==> src/rtl/core/mfq_pkg.sv <==
// ----------------------------------------------------------------------------
// mfq_pkg
// shared constants, state encoding and controller/datapath interface types
// ----------------------------------------------------------------------------
package mfq_pkg;

    localparam int MAX_JOBS = 32;
    localparam int IDX_W    = $clog2(MAX_JOBS);
    localparam int CNT_W    = $clog2(MAX_JOBS + 1);
    localparam int BURST_W  = 16;
    localparam int TIME_W   = 21;
    localparam int SUM_W    = 26;
    localparam int SLICE_W  = 8;
    localparam logic [SLICE_W-1:0] SLICE_RESET = 8'd5;

    typedef enum logic [3:0] {
        S_LOAD,
        S_SJ,
        S_SJC,
        S_SKA,
        S_SKB,
        S_SW,
        S_RA,
        S_RB,
        S_RC,
        S_RD,
        S_EM,
        S_NX,
        S_DONE
    } state_t;

    typedef struct packed {
        logic load;
        logic sort_init;
        logic rank_init;
        logic rd_k;
        logic cap_j;
        logic cmp;
        logic rank_wr;
        logic run_init;
        logic cap_job;
        logic exec;
        logic emit;
        logic next;
        logic clear;
    } cmd_t;

    typedef struct packed {
        logic j_last;
        logic k_last;
        logic i_last;
        logic proc;
        logic fin;
        logic out_free;
        logic emit_last;
    } sts_t;

endpackage

==> src/rtl/core/mfq_ctrl.sv <==
// ----------------------------------------------------------------------------
// mfq_ctrl
// sequencer for load, rank sort and level simulation phases
// ----------------------------------------------------------------------------
module mfq_ctrl (
    input  logic           clk,
    input  logic           rst_n,
    input  logic           s_tvalid,
    input  logic           s_tlast,
    output logic           s_tready,
    input  mfq_pkg::sts_t  sts,
    output mfq_pkg::cmd_t  cmd
);

    mfq_pkg::state_t state_reg;
    mfq_pkg::state_t state_next;
    logic            accept;

    assign accept = s_tvalid && (state_reg == mfq_pkg::S_LOAD);

    always_ff @(posedge clk or negedge rst_n)
    begin
        if (!rst_n)
        begin
            state_reg <= mfq_pkg::S_LOAD;
        end
        else
        begin
            state_reg <= state_next;
        end
    end

    always_comb
    begin
        state_next = state_reg;
        unique case (state_reg)
            mfq_pkg::S_LOAD: if (accept && s_tlast) state_next = mfq_pkg::S_SJ;
            mfq_pkg::S_SJ:   state_next = mfq_pkg::S_SJC;
            mfq_pkg::S_SJC:  state_next = mfq_pkg::S_SKA;
            mfq_pkg::S_SKA:  state_next = mfq_pkg::S_SKB;
            mfq_pkg::S_SKB:  state_next = sts.k_last ? mfq_pkg::S_SW : mfq_pkg::S_SKA;
            mfq_pkg::S_SW:   state_next = sts.j_last ? mfq_pkg::S_RA : mfq_pkg::S_SJ;
            mfq_pkg::S_RA:   state_next = mfq_pkg::S_RB;
            mfq_pkg::S_RB:   state_next = mfq_pkg::S_RC;
            mfq_pkg::S_RC:   state_next = mfq_pkg::S_RD;
            mfq_pkg::S_RD:
            begin
                if (sts.proc && sts.fin) state_next = mfq_pkg::S_EM;
                else                     state_next = mfq_pkg::S_NX;
            end
            mfq_pkg::S_EM:
            begin
                if (sts.out_free)
                    state_next = sts.emit_last ? mfq_pkg::S_DONE : mfq_pkg::S_NX;
            end
            mfq_pkg::S_NX:   state_next = mfq_pkg::S_RA;
            mfq_pkg::S_DONE: state_next = mfq_pkg::S_LOAD;
            default:         state_next = mfq_pkg::S_LOAD;
        endcase
    end

    always_comb
    begin
        cmd      = '0;
        s_tready = 1'b0;
        unique case (state_reg)
            mfq_pkg::S_LOAD:
            begin
                s_tready      = 1'b1;
                cmd.load      = accept;
                cmd.sort_init = accept && s_tlast;
            end
            mfq_pkg::S_SJ:   cmd.rank_init = 1'b1;
            mfq_pkg::S_SJC:
            begin
                cmd.cap_j = 1'b1;
                cmd.rd_k  = 1'b1;
            end
            mfq_pkg::S_SKA:  cmd.rd_k = 1'b1;
            mfq_pkg::S_SKB:  cmd.cmp = 1'b1;
            mfq_pkg::S_SW:
            begin
                cmd.rank_wr  = 1'b1;
                cmd.run_init = sts.j_last;
            end
            mfq_pkg::S_RA:   ;
            mfq_pkg::S_RB:   cmd.cap_job = 1'b1;
            mfq_pkg::S_RC:   ;
            mfq_pkg::S_RD:   cmd.exec = 1'b1;
            mfq_pkg::S_EM:   cmd.emit = sts.out_free;
            mfq_pkg::S_NX:   cmd.next = 1'b1;
            mfq_pkg::S_DONE: cmd.clear = 1'b1;
            default:         ;
        endcase
    end

endmodule

==> src/rtl/core/mfq_dpath.sv <==
// ----------------------------------------------------------------------------
// mfq_dpath
// job stores, sorted order list, counters, simulated clock and result register
// ----------------------------------------------------------------------------
module mfq_dpath (
    input  logic                         clk,
    input  logic                         rst_n,
    input  mfq_pkg::cmd_t                cmd,
    input  logic [mfq_pkg::BURST_W-1:0]  burst_in,
    input  logic [mfq_pkg::SLICE_W-1:0]  slice,
    input  logic                         out_ready,
    output mfq_pkg::sts_t                sts,
    output logic                         out_valid,
    output logic [mfq_pkg::IDX_W-1:0]    out_index,
    output logic [mfq_pkg::TIME_W-1:0]   out_time,
    output logic [mfq_pkg::SUM_W-1:0]    out_sum,
    output logic                         out_last
);

    localparam int IW = mfq_pkg::IDX_W;
    localparam int CW = mfq_pkg::CNT_W;
    localparam int BW = mfq_pkg::BURST_W;
    localparam int TW = mfq_pkg::TIME_W;
    localparam int SW = mfq_pkg::SUM_W;

    logic [BW-1:0] bmem [mfq_pkg::MAX_JOBS];
    logic [BW-1:0] rmem [mfq_pkg::MAX_JOBS];
    logic [IW-1:0] lmem [mfq_pkg::MAX_JOBS];

    logic [CW-1:0] n_reg, emit_reg;
    logic [IW-1:0] j_reg, k_reg, rank_reg, i_reg, job_reg;
    logic [1:0]    lvl_reg;
    logic          first_reg;
    logic [BW-1:0] bj_reg, bq_reg, rq_reg;
    logic [IW-1:0] lq_reg;
    logic [TW-1:0] time_reg;
    logic [SW-1:0] sum_reg;

    logic [IW-1:0] n_m1;
    logic [BW-1:0] slice_ext, run, rem_new;
    logic          less, room;
    logic [SW-1:0] sum_next;
    logic [TW-1:0] time_next;

    assign n_m1      = IW'(n_reg - CW'(1));
    assign room      = n_reg < CW'(mfq_pkg::MAX_JOBS);
    assign slice_ext = (slice == '0) ? BW'(1) : BW'(slice);
    assign run       = (rq_reg < slice_ext) ? rq_reg : slice_ext;
    assign rem_new   = rq_reg - run;
    assign time_next = time_reg + TW'(run);
    assign sum_next  = sum_reg + SW'(time_reg);
    assign less      = (bq_reg < bj_reg) || ((bq_reg == bj_reg) && (k_reg < j_reg));

    assign sts.j_last    = (j_reg == n_m1);
    assign sts.k_last    = (k_reg == n_m1);
    assign sts.i_last    = (i_reg == n_m1);
    assign sts.proc      = (first_reg && (lvl_reg == 2'd0)) || (rq_reg != '0);
    assign sts.fin       = (rem_new == '0);
    assign sts.out_free  = !out_valid || out_ready;
    assign sts.emit_last = ((emit_reg + CW'(1)) == n_reg);

    // memories: one write and one registered read each
    always_ff @(posedge clk)
    begin
        if (cmd.load && room)
        begin
            bmem[n_reg[IW-1:0]] <= burst_in;
        end
        bq_reg <= bmem[cmd.rd_k ? k_reg : j_reg];

        if (cmd.load && room)
        begin
            rmem[n_reg[IW-1:0]] <= burst_in;
        end
        else if (cmd.exec && sts.proc)
        begin
            rmem[job_reg] <= rem_new;
        end
        rq_reg <= rmem[job_reg];

        if (cmd.rank_wr)
        begin
            lmem[rank_reg] <= j_reg;
        end
        lq_reg <= lmem[i_reg];
    end

    // payload registers
    always_ff @(posedge clk)
    begin
        if (cmd.cap_j)
        begin
            bj_reg <= bq_reg;
        end
        if (cmd.cap_job)
        begin
            job_reg <= (first_reg && !lvl_reg[1]) ? i_reg : lq_reg;
        end
        if (cmd.emit)
        begin
            out_index <= job_reg;
            out_time  <= time_reg;
            out_sum   <= sum_next;
            out_last  <= sts.emit_last;
        end
    end

    always_ff @(posedge clk or negedge rst_n)
    begin
        if (!rst_n)
        begin
            n_reg     <= '0;
            emit_reg  <= '0;
            j_reg     <= '0;
            k_reg     <= '0;
            rank_reg  <= '0;
            i_reg     <= '0;
            lvl_reg   <= '0;
            first_reg <= 1'b1;
            time_reg  <= '0;
            sum_reg   <= '0;
            out_valid <= 1'b0;
        end
        else
        begin
            if (cmd.load && room)   n_reg <= n_reg + CW'(1);
            if (cmd.sort_init)      j_reg <= '0;
            if (cmd.rank_init)
            begin
                k_reg    <= '0;
                rank_reg <= '0;
            end
            if (cmd.cmp)
            begin
                k_reg <= k_reg + IW'(1);
                if (less) rank_reg <= rank_reg + IW'(1);
            end
            if (cmd.rank_wr)        j_reg <= j_reg + IW'(1);
            if (cmd.run_init)
            begin
                i_reg     <= '0;
                lvl_reg   <= '0;
                first_reg <= 1'b1;
                emit_reg  <= '0;
            end
            if (cmd.exec && sts.proc) time_reg <= time_next;
            if (cmd.next)
            begin
                if (sts.i_last)
                begin
                    i_reg   <= '0;
                    lvl_reg <= lvl_reg + 2'd1;
                    if (lvl_reg == 2'd3) first_reg <= 1'b0;
                end
                else
                begin
                    i_reg <= i_reg + IW'(1);
                end
            end
            if (cmd.emit)
            begin
                sum_reg   <= sum_next;
                emit_reg  <= emit_reg + CW'(1);
                out_valid <= 1'b1;
            end
            else if (out_ready)
            begin
                out_valid <= 1'b0;
            end
            if (cmd.clear)
            begin
                n_reg    <= '0;
                time_reg <= '0;
                sum_reg  <= '0;
            end
        end
    end

endmodule

==> src/rtl/core/multilevel_feedback_queue_sim_top.sv <==
// ----------------------------------------------------------------------------
// multilevel_feedback_queue_sim_top
// batch simulator of a four-level feedback queue scheduler
// ----------------------------------------------------------------------------
// Jobs are loaded one item per cycle on the slave stream (burst time in
// tdata, tlast marks the final job); up to 32 jobs are kept and any beyond
// that are dropped. The item with tlast starts the simulation and the input
// stays not ready until the batch is finished. The simulation first ranks
// all n jobs by (burst, index) with one shared comparator, then walks the
// levels 0..3 pass after pass; every job slot of a level visit takes the
// steps list read, job capture, store read, update and step whether or not
// that job is still live, plus an emit step per completion record that
// waits while the master side holds the previous record. A batch needs
// ceil(max_burst/(4*quantum)) passes of four levels, at least one, so its
// run time is set by the sort and by the walk over every job slot at each
// level. One record per job leaves on the master stream in completion
// order, tlast on the final one. The quantum is written on the cfg channel
// while idle; a value of zero acts as one.
module multilevel_feedback_queue_sim_top (
    input  logic        clk,
    input  logic        rst_n,
    // slave stream: tdata[15:0] burst_time
    input  logic        s_tvalid,
    output logic        s_tready,
    input  logic [15:0] s_tdata,
    input  logic        s_tlast,        // last_job
    // master stream: tdata[4:0] job_index, [25:5] completion_time,
    // [51:26] total_turnaround, [55:52] zero
    output logic        m_tvalid,
    input  logic        m_tready,
    output logic [55:0] m_tdata,
    output logic        m_tlast,        // last_result
    // configuration: quantum granted at each level visit
    input  logic        cfg_valid,
    output logic        cfg_ready,
    input  logic [7:0]  cfg_data
);

    mfq_pkg::cmd_t cmd;
    mfq_pkg::sts_t sts;

    logic [mfq_pkg::SLICE_W-1:0] slice_reg;
    logic [mfq_pkg::IDX_W-1:0]   out_index;
    logic [mfq_pkg::TIME_W-1:0]  out_time;
    logic [mfq_pkg::SUM_W-1:0]   out_sum;

    // config register, always writable
    assign cfg_ready = 1'b1;

    always_ff @(posedge clk or negedge rst_n)
    begin
        if (!rst_n)
        begin
            slice_reg <= mfq_pkg::SLICE_RESET;
        end
        else if (cfg_valid)
        begin
            slice_reg <= cfg_data;
        end
    end

    mfq_ctrl u_ctrl (
        .clk      (clk),
        .rst_n    (rst_n),
        .s_tvalid (s_tvalid),
        .s_tlast  (s_tlast),
        .s_tready (s_tready),
        .sts      (sts),
        .cmd      (cmd)
    );

    mfq_dpath u_dpath (
        .clk       (clk),
        .rst_n     (rst_n),
        .cmd       (cmd),
        .burst_in  (s_tdata),
        .slice     (slice_reg),
        .out_ready (m_tready),
        .sts       (sts),
        .out_valid (m_tvalid),
        .out_index (out_index),
        .out_time  (out_time),
        .out_sum   (out_sum),
        .out_last  (m_tlast)
    );

    // pack result fields, lowest field first
    assign m_tdata = {4'b0, out_sum, out_time, out_index};

`ifndef SYNTHESIS
    // a record is only loaded when the output register can take it
    a_emit_free: assert property (@(posedge clk) disable iff (!rst_n)
        cmd.emit |-> (!m_tvalid || m_tready))
        else $error("record emitted over a pending one");

    // input is never taken while a batch is being simulated
    a_load_idle: assert property (@(posedge clk) disable iff (!rst_n)
        (cmd.exec || cmd.cmp) |-> !s_tready)
        else $error("input ready during simulation");

    // the last record of a batch is followed by the batch clear
    a_last_clear: assert property (@(posedge clk) disable iff (!rst_n)
        (cmd.emit && sts.emit_last) |=> cmd.clear)
        else $error("batch not cleared after last record");
`endif

endmodule

==> config.mk <==
export PLATFORM = sky130hd
export DESIGN_NAME = multilevel_feedback_queue_sim_top
export DESIGN_NICKNAME = d
export VERILOG_FILES = /design/src/rtl/core/mfq_pkg.sv /design/src/rtl/core/mfq_ctrl.sv /design/src/rtl/core/mfq_dpath.sv /design/src/rtl/core/multilevel_feedback_queue_sim_top.sv
export SDC_FILE = /design/constraint.sdc
export NUM_CORES = 2
export LEC_CHECK = 0
export ABC_AREA = 1
export BUFFER_PORTS_ARGS = -buffer_cell sky130_fd_sc_hd__buf_2
export CAP_MARGIN = 25
export CORE_UTILIZATION = 55
export DETAILED_ROUTE_END_ITERATION = 8
export GPL_TIMING_DRIVEN = 1
export PLACE_DENSITY = 0.74
export SLEW_MARGIN = 20
export SYNTH_ARGS = -nofsm -noshare
export SYNTH_HDL_FRONTEND = slang
export SYNTH_SLANG_ARGS = --single-unit
export TNS_END_PERCENT = 1
==> constraint.sdc <==
create_clock -name clk -period 4.6 [get_ports clk]
set_input_delay 0.23 -clock clk [delete_from_list [all_inputs] [get_ports clk]]
set_output_delay 0.23 -clock clk [all_outputs]
set_load 0.02 [all_outputs]
# == Yosys cells after proc, flatten, opt, wreduce, memory -nomap -nowiden ==
# Memories as Yosys holds them, arrays and structs flattened. A register that Yosys moved wholly into a read port is not among the register bits.
# Cells that the tools add are included.
# word_totals
ramBits,1184
in_bits,30
n_memories,3
wordCells,146
regBits,169
# op_classes
addsub,11
mux,60
n_eq_ne,20
reduce_logical,29
n_lt_le_gt_ge,4
# memory_table
name,depth,word_bits,read_ports,rd_ports_with_merged_regs,wr,line,source
u_dpath.bmem,32,16,1,1,1,mfq_dpath.sv:26,logic [BW-1:0] bmem [mfq_pkg::MAX_JOBS];
u_dpath.rmem,32,16,1,1,1,mfq_dpath.sv:27,logic [BW-1:0] rmem [mfq_pkg::MAX_JOBS];
u_dpath.lmem,32,5,1,1,1,mfq_dpath.sv:28,logic [IW-1:0] lmem [mfq_pkg::MAX_JOBS];
# op_table
cell,n
5-bit 2-to-1 mux,13
26-bit 2-to-1 mux,2
4-bit one-hot mux with 12 select lines,1
21-bit 2-to-1 mux,2
16-bit less-than comparator,2
16-bit 2-to-1 mux,2
26-bit by 21-bit adder with 26-bit output,1
1-bit 2-to-1 mux,25
6-bit 2-to-1 mux,4
21-bit by 16-bit adder with 21-bit output,1
5-bit by 1-bit adder with 5-bit output (second input constant),4
4-bit equality test (second input constant),5
16-bit equality test,1
4-bit by 3-bit equality test with 1-bit output (second input constant),4
16-bit zero test,1
16-bit nonzero test,1
2-bit nonzero test,8
16-bit OR reduction,1
16-bit subtractor,1
5-bit equality test,3
6-bit by 1-bit adder with 6-bit output (second input constant),2
2-bit 2-to-1 mux,5
3-bit 2-to-1 mux,3
4-bit by 2-bit equality test with 1-bit output (second input constant),2
19 further kinds,30

# == Depth between registers and ports, before layout ==
# logic_depth
depth_word,9
mapped_depth,27
mapped_depth_nobuf,26

# == Cells and area by module ==
# Synthesis repeated with hierarchy kept, for this count alone.
# unflattened
hier_cells,4841
hier_area_um2,58558.7
# by_module_without_submodules
mod,cells_per_inst,seq_area_each_um2,n_inst,area_each_um2
mfq_dpath,4720,40595.2,1,57769.2
mfq_ctrl,80,100.1,1,436.7
multilevel_feedback_queue_sim_top,41,202.7,1,352.8

# == Worst setup path before layout ==
# OpenSTA, ideal clock, no wires.
# synth_timing
kind,register -> register
startpoint,reg slice_reg[5] (netlist name)
endpoint,"mem u_dpath.rmem[0][10] (netlist name), data pin"
setup_time_ps,454
synth_period_minus_slack_ps,4391
setup_slack_ps,209
t_arrival_ps,3937
stages_incl_launch_ff,18
required_ps,4146
path_cell_list,dfrtp_1 -> inv_1 -> ha_1 -> a21oi_1 -> nor3_1 -> a2111oi_4 -> nand2_1 -> buf_2 -> nand2_1 -> nand2_1 -> fa_1 -> nand3_1 -> nand2_1 -> nand2_1 -> nand4_1 -> nand2_1 -> inv_1 -> o21ai_0
# synth_via
elab_chain_cells,6
# synth_lines
item,line,source
"start, declared",multilevel_feedback_queue_sim_top.sv:42,logic [mfq_pkg::SLICE_W-1:0] slice_reg;
"start signal, assigned",multilevel_feedback_queue_sim_top.sv:54,slice_reg <= mfq_pkg::SLICE_RESET;
"start signal, assigned",multilevel_feedback_queue_sim_top.sv:58,slice_reg <= cfg_data;
8-bit zero test,mfq_dpath.sv:47,assign slice_ext = (slice == '0) ? BW'(1) : BW'(slice);
8-bit 2-to-1 mux *,mfq_dpath.sv:47,
16-bit less-than comparator,mfq_dpath.sv:48,assign run = (rq_reg < slice_ext) ? rq_reg : slice_ext;
16-bit 2-to-1 mux *,mfq_dpath.sv:48,
16-bit subtractor *,mfq_dpath.sv:49,assign rem_new = rq_reg - run;
16-bit 2-to-1 mux (no source line) *,-,
"end, declared",mfq_dpath.sv:27,
# Mark *: on every way between the ends. The rest lies on a longest branch, timed or not.

# == Final worst setup path ==
# layout_timing
startpoint,reg slice_reg[5] (netlist name)
endpoint,"mem u_dpath.rmem[31][12] (netlist name), data pin"
# The elaborated chain is that of the path after synthesis.

==> flow_summary.toml <==
[setup_path]
critPathRequiredTime_ns = 5.04
startpoint_type = "flip-flop"
crit_type = "flip-flop to flip-flop"
r2r_slack_ns = 0.52
cp.arrival_ns = 4.53
crit_fanout = 32
end_kind = "flip-flop"

[placed_design]
placed_cell_area_um2 = 60500
gp_congestion = 0.906
port_buffers = 84
hpwl_um = 84400

[sta]
min_period_ns = 4.08
setup_viol = 0
hold_viol = 0
finalSetupTns_ns = 0
period_share_pct = 88.8
slew_viol_final = 0
fin_worst_skew_ns = 0.0214
max_slew.worst_pin.slew_ns = 1.04
slew_headroom_pct = 31.0
rsz0062_at_grt = "false"
timing.fmax_ghz = 0.245

[synth]
yosys_most_used_dff = "edfxtp_1"
yosys_warnings = 0
synth_top_area_share_pct = 64.9
postSynthCellCount = 4749
seq_area_frac_synth_pct = 70.2
yosysTopAreaCell = "edfxtp_1"
syn_avg_cell_area_um2 = 12.3
synth_edf_count = 1258
synthDistinctLibCells = 61
ys_ff_latch = 1390
async_flop_share_pct = 6.83
synthTopCellsByArea = "edfxtp_1 65%, o21ai_0 5.5%, nor2_1 5.1%"
synth_area_um2 = 58300

[cts]
numClockSinks = 1390
clock_latency_ns = 0.75
clockBufferDepth = 3
cts_tree = "yes"
cts-resized-gates = 0
numCtsBuffers = 140
clk_pin_slew_ns = 0.06
cts_root_buf = "clkbuf_16"
htree_levels = 4

[pwr]
p_int_uw = 24200
pwr-share-comb_pct = 25.8
p_sw_uw = 11700
cellLeakagePower_uw = 0.0227
power_per_cell_area_nw_per_um2 = 550
power.share.clock_pct = 31.6
swShare_pct = 32.6
pwr-share-seq_pct = 42.7
peakVddDrop_mv = 0.449

[die]
io_pins = 90
die_x_um = 327
dieArea_um2 = 107000
row_count = 119
core_area_um2 = 105000
start_util_pct = 55.4
fp.dieH_um = 327

[final_layout]
multiInputGateArea_um2 = 15500
drive_gt1_share_pct = 10.5
nets = 4999
final-seq-area_um2 = 40900
final_common_cell = "edfxtp_1"
final_cell_mix = "1258 x edfxtp_1, 785 x nor2_1, 624 x o21ai_0"
nFillCells = 7820
synthToLayoutAreaGrowth_pct = 12.3
final_area_um2 = 65400

[route]
wl_met1_um = 58800
wl_met2_um = 69800
drc = 0
totalWireLength_um = 146000
ant_nets = 0
routedWlPerCell_um = 22.9
vias = 39400
drt_iter0_drc = 5145
top_layer = "met5"
routed-wl-met3_um = 13600
first_pass_iters = 6
routed_via_density = 6.17

[grt]
grt.total_usage_pct = 27.2
grt_overflow = 0
grt_start_max_net_pins = 135
grt_antenna_before_repair = 3
grt_pass1_wl_um = 223000
grt_pass1_vias = 37900

[min_path]
hp-class = "input port to flip-flop"

[run_status]
status = "completed"

[flow_run]
maxCapViolCount = 0
power by group through the flow:
stage | clock network [µW] | logic (µW) | registers [µW]
after global placement | 0 | 8810 | 15600
after global routing | 12000 | 10200 | 15400
final | 11400 | 9270 | 15400
after floorplan | 0 | 6250 | 15600
after detailed placement | 0 | 9060 | 15600
after CTS | 11500 | 9180 | 15300
layer usage:
metal	vias to the layer above	global-route usage, %
met1	19300	37.5
li1	17800	-
met5	-	0
met4	2	9.72
met3	294	4.75
met2	2023	43.5
cells by family (layout without fill, tap and decap cells):
logic type	Yosys count	count (layout)	share of synthesized area, %
adders and majority gates	90	90	1.97
other	2	14	0.0129
buffers and inverters	454	686	3.39
xor gates and xnor gates	44	44	0.662
and+or+nand+nor	1592	1592	11.3
AOI/OAI and AO/OA	1177	1177	12.4
DFF	1390	1390	70.2
final cells by class:
type	instances	area share, %
clock inverter	57	1.03
clock buffer	198	6.01
multi-input combinational	2916	23.7
tap	1391	2.66
timing repair buffer	251	2.98
sequential	1390	62.5
antenna	1	0.00382
inverter	180	1.05
timing repair:
action,CTS,global route
hold buffers,30,0
hold endpoints to repair,82,0
setup buffers,0,0
setup endpoints to repair,0,0
final timing paths:
kind,to,depth (start not counted),start
max,u_dpath.rmem[31][12],18,slice_reg[5]
min reg2reg,u_dpath.bj_reg[1],0,u_dpath.bq_reg[1]
max in group asynchronous,u_dpath.first_reg,3,rst_n
max reg2reg,u_dpath.rmem[31][12],18,slice_reg[5]
min,u_dpath.bmem[2][12],2,s_tdata[12]
min in group asynchronous,u_dpath.sum_reg[23],2,rst_n
per-stage QoR:
step	hold WS [ns]	cells	power, µW	utilization (%)	setup WS [ns]
final	0.0553	6384	36000	62.2	0.516
after global routing	0.0358	6383	37600	62.2	0.0686
after CTS	0.00504	6382	36000	62.2	0.168
after detailed placement	0.318	6097	24700	57.5	0.301
after global placement	0.318	6095	24400	57.5	0.314
after floorplan	-0.0656	4760	21800	-	0.209
Yosys cell counts, types with 6 or more instances:
| master | instances |
|---|---|
| nand2_2 | 6 |
| clkbuf_1 | 147 |
| xor2_1 | 29 |
| a32oi_1 | 20 |
| or2_0 | 8 |
| o21ai_1 | 41 |
| buf_2 | 79 |
| o211ai_1 | 67 |
| and2_1 | 10 |
| buf_1 | 8 |
| dfxtp_1 | 37 |
| inv_1 | 165 |
| dfrtp_1 | 92 |
| nor2_1 | 785 |
| nand2_1 | 466 |
| nand4_1 | 25 |
| nor2_2 | 9 |
| a21o_1 | 6 |
| buf_6 | 7 |
| a22o_1 | 9 |
| a31oi_1 | 25 |
| o21ai_0 | 639 |
| inv_2 | 13 |
| o21ai_2 | 7 |
| nor3_1 | 19 |
| buf_4 | 31 |
| a21oi_1 | 70 |
| nand3_1 | 212 |
| edfxtp_1 | 1258 |
| o22ai_1 | 50 |
| ha_1 | 87 |
| xnor2_1 | 15 |
| or2_2 | 28 |
| o221ai_1 | 226 |
worst max-delay path, cell delays in order (launching register included):
cell       delay (ns)
dfrtp_1          0.38
inv_1            0.13
ha_1             0.26
a21oi_1          0.13
nor3_1           0.08
a2111oi_4        0.31
buf_4            0.24
nand3_1          0.08
nand2_1          0.12
ha_1             0.16
inv_1            0.12
fa_1             0.51
nand3_1          0.15
nand2_1          0.11
nand2_1          0.14
nand4_1          0.10
nand2_1          0.08
inv_1            0.07
o21ai_4          0.59
No activity file was read; power rests on OpenSTA's default activity.
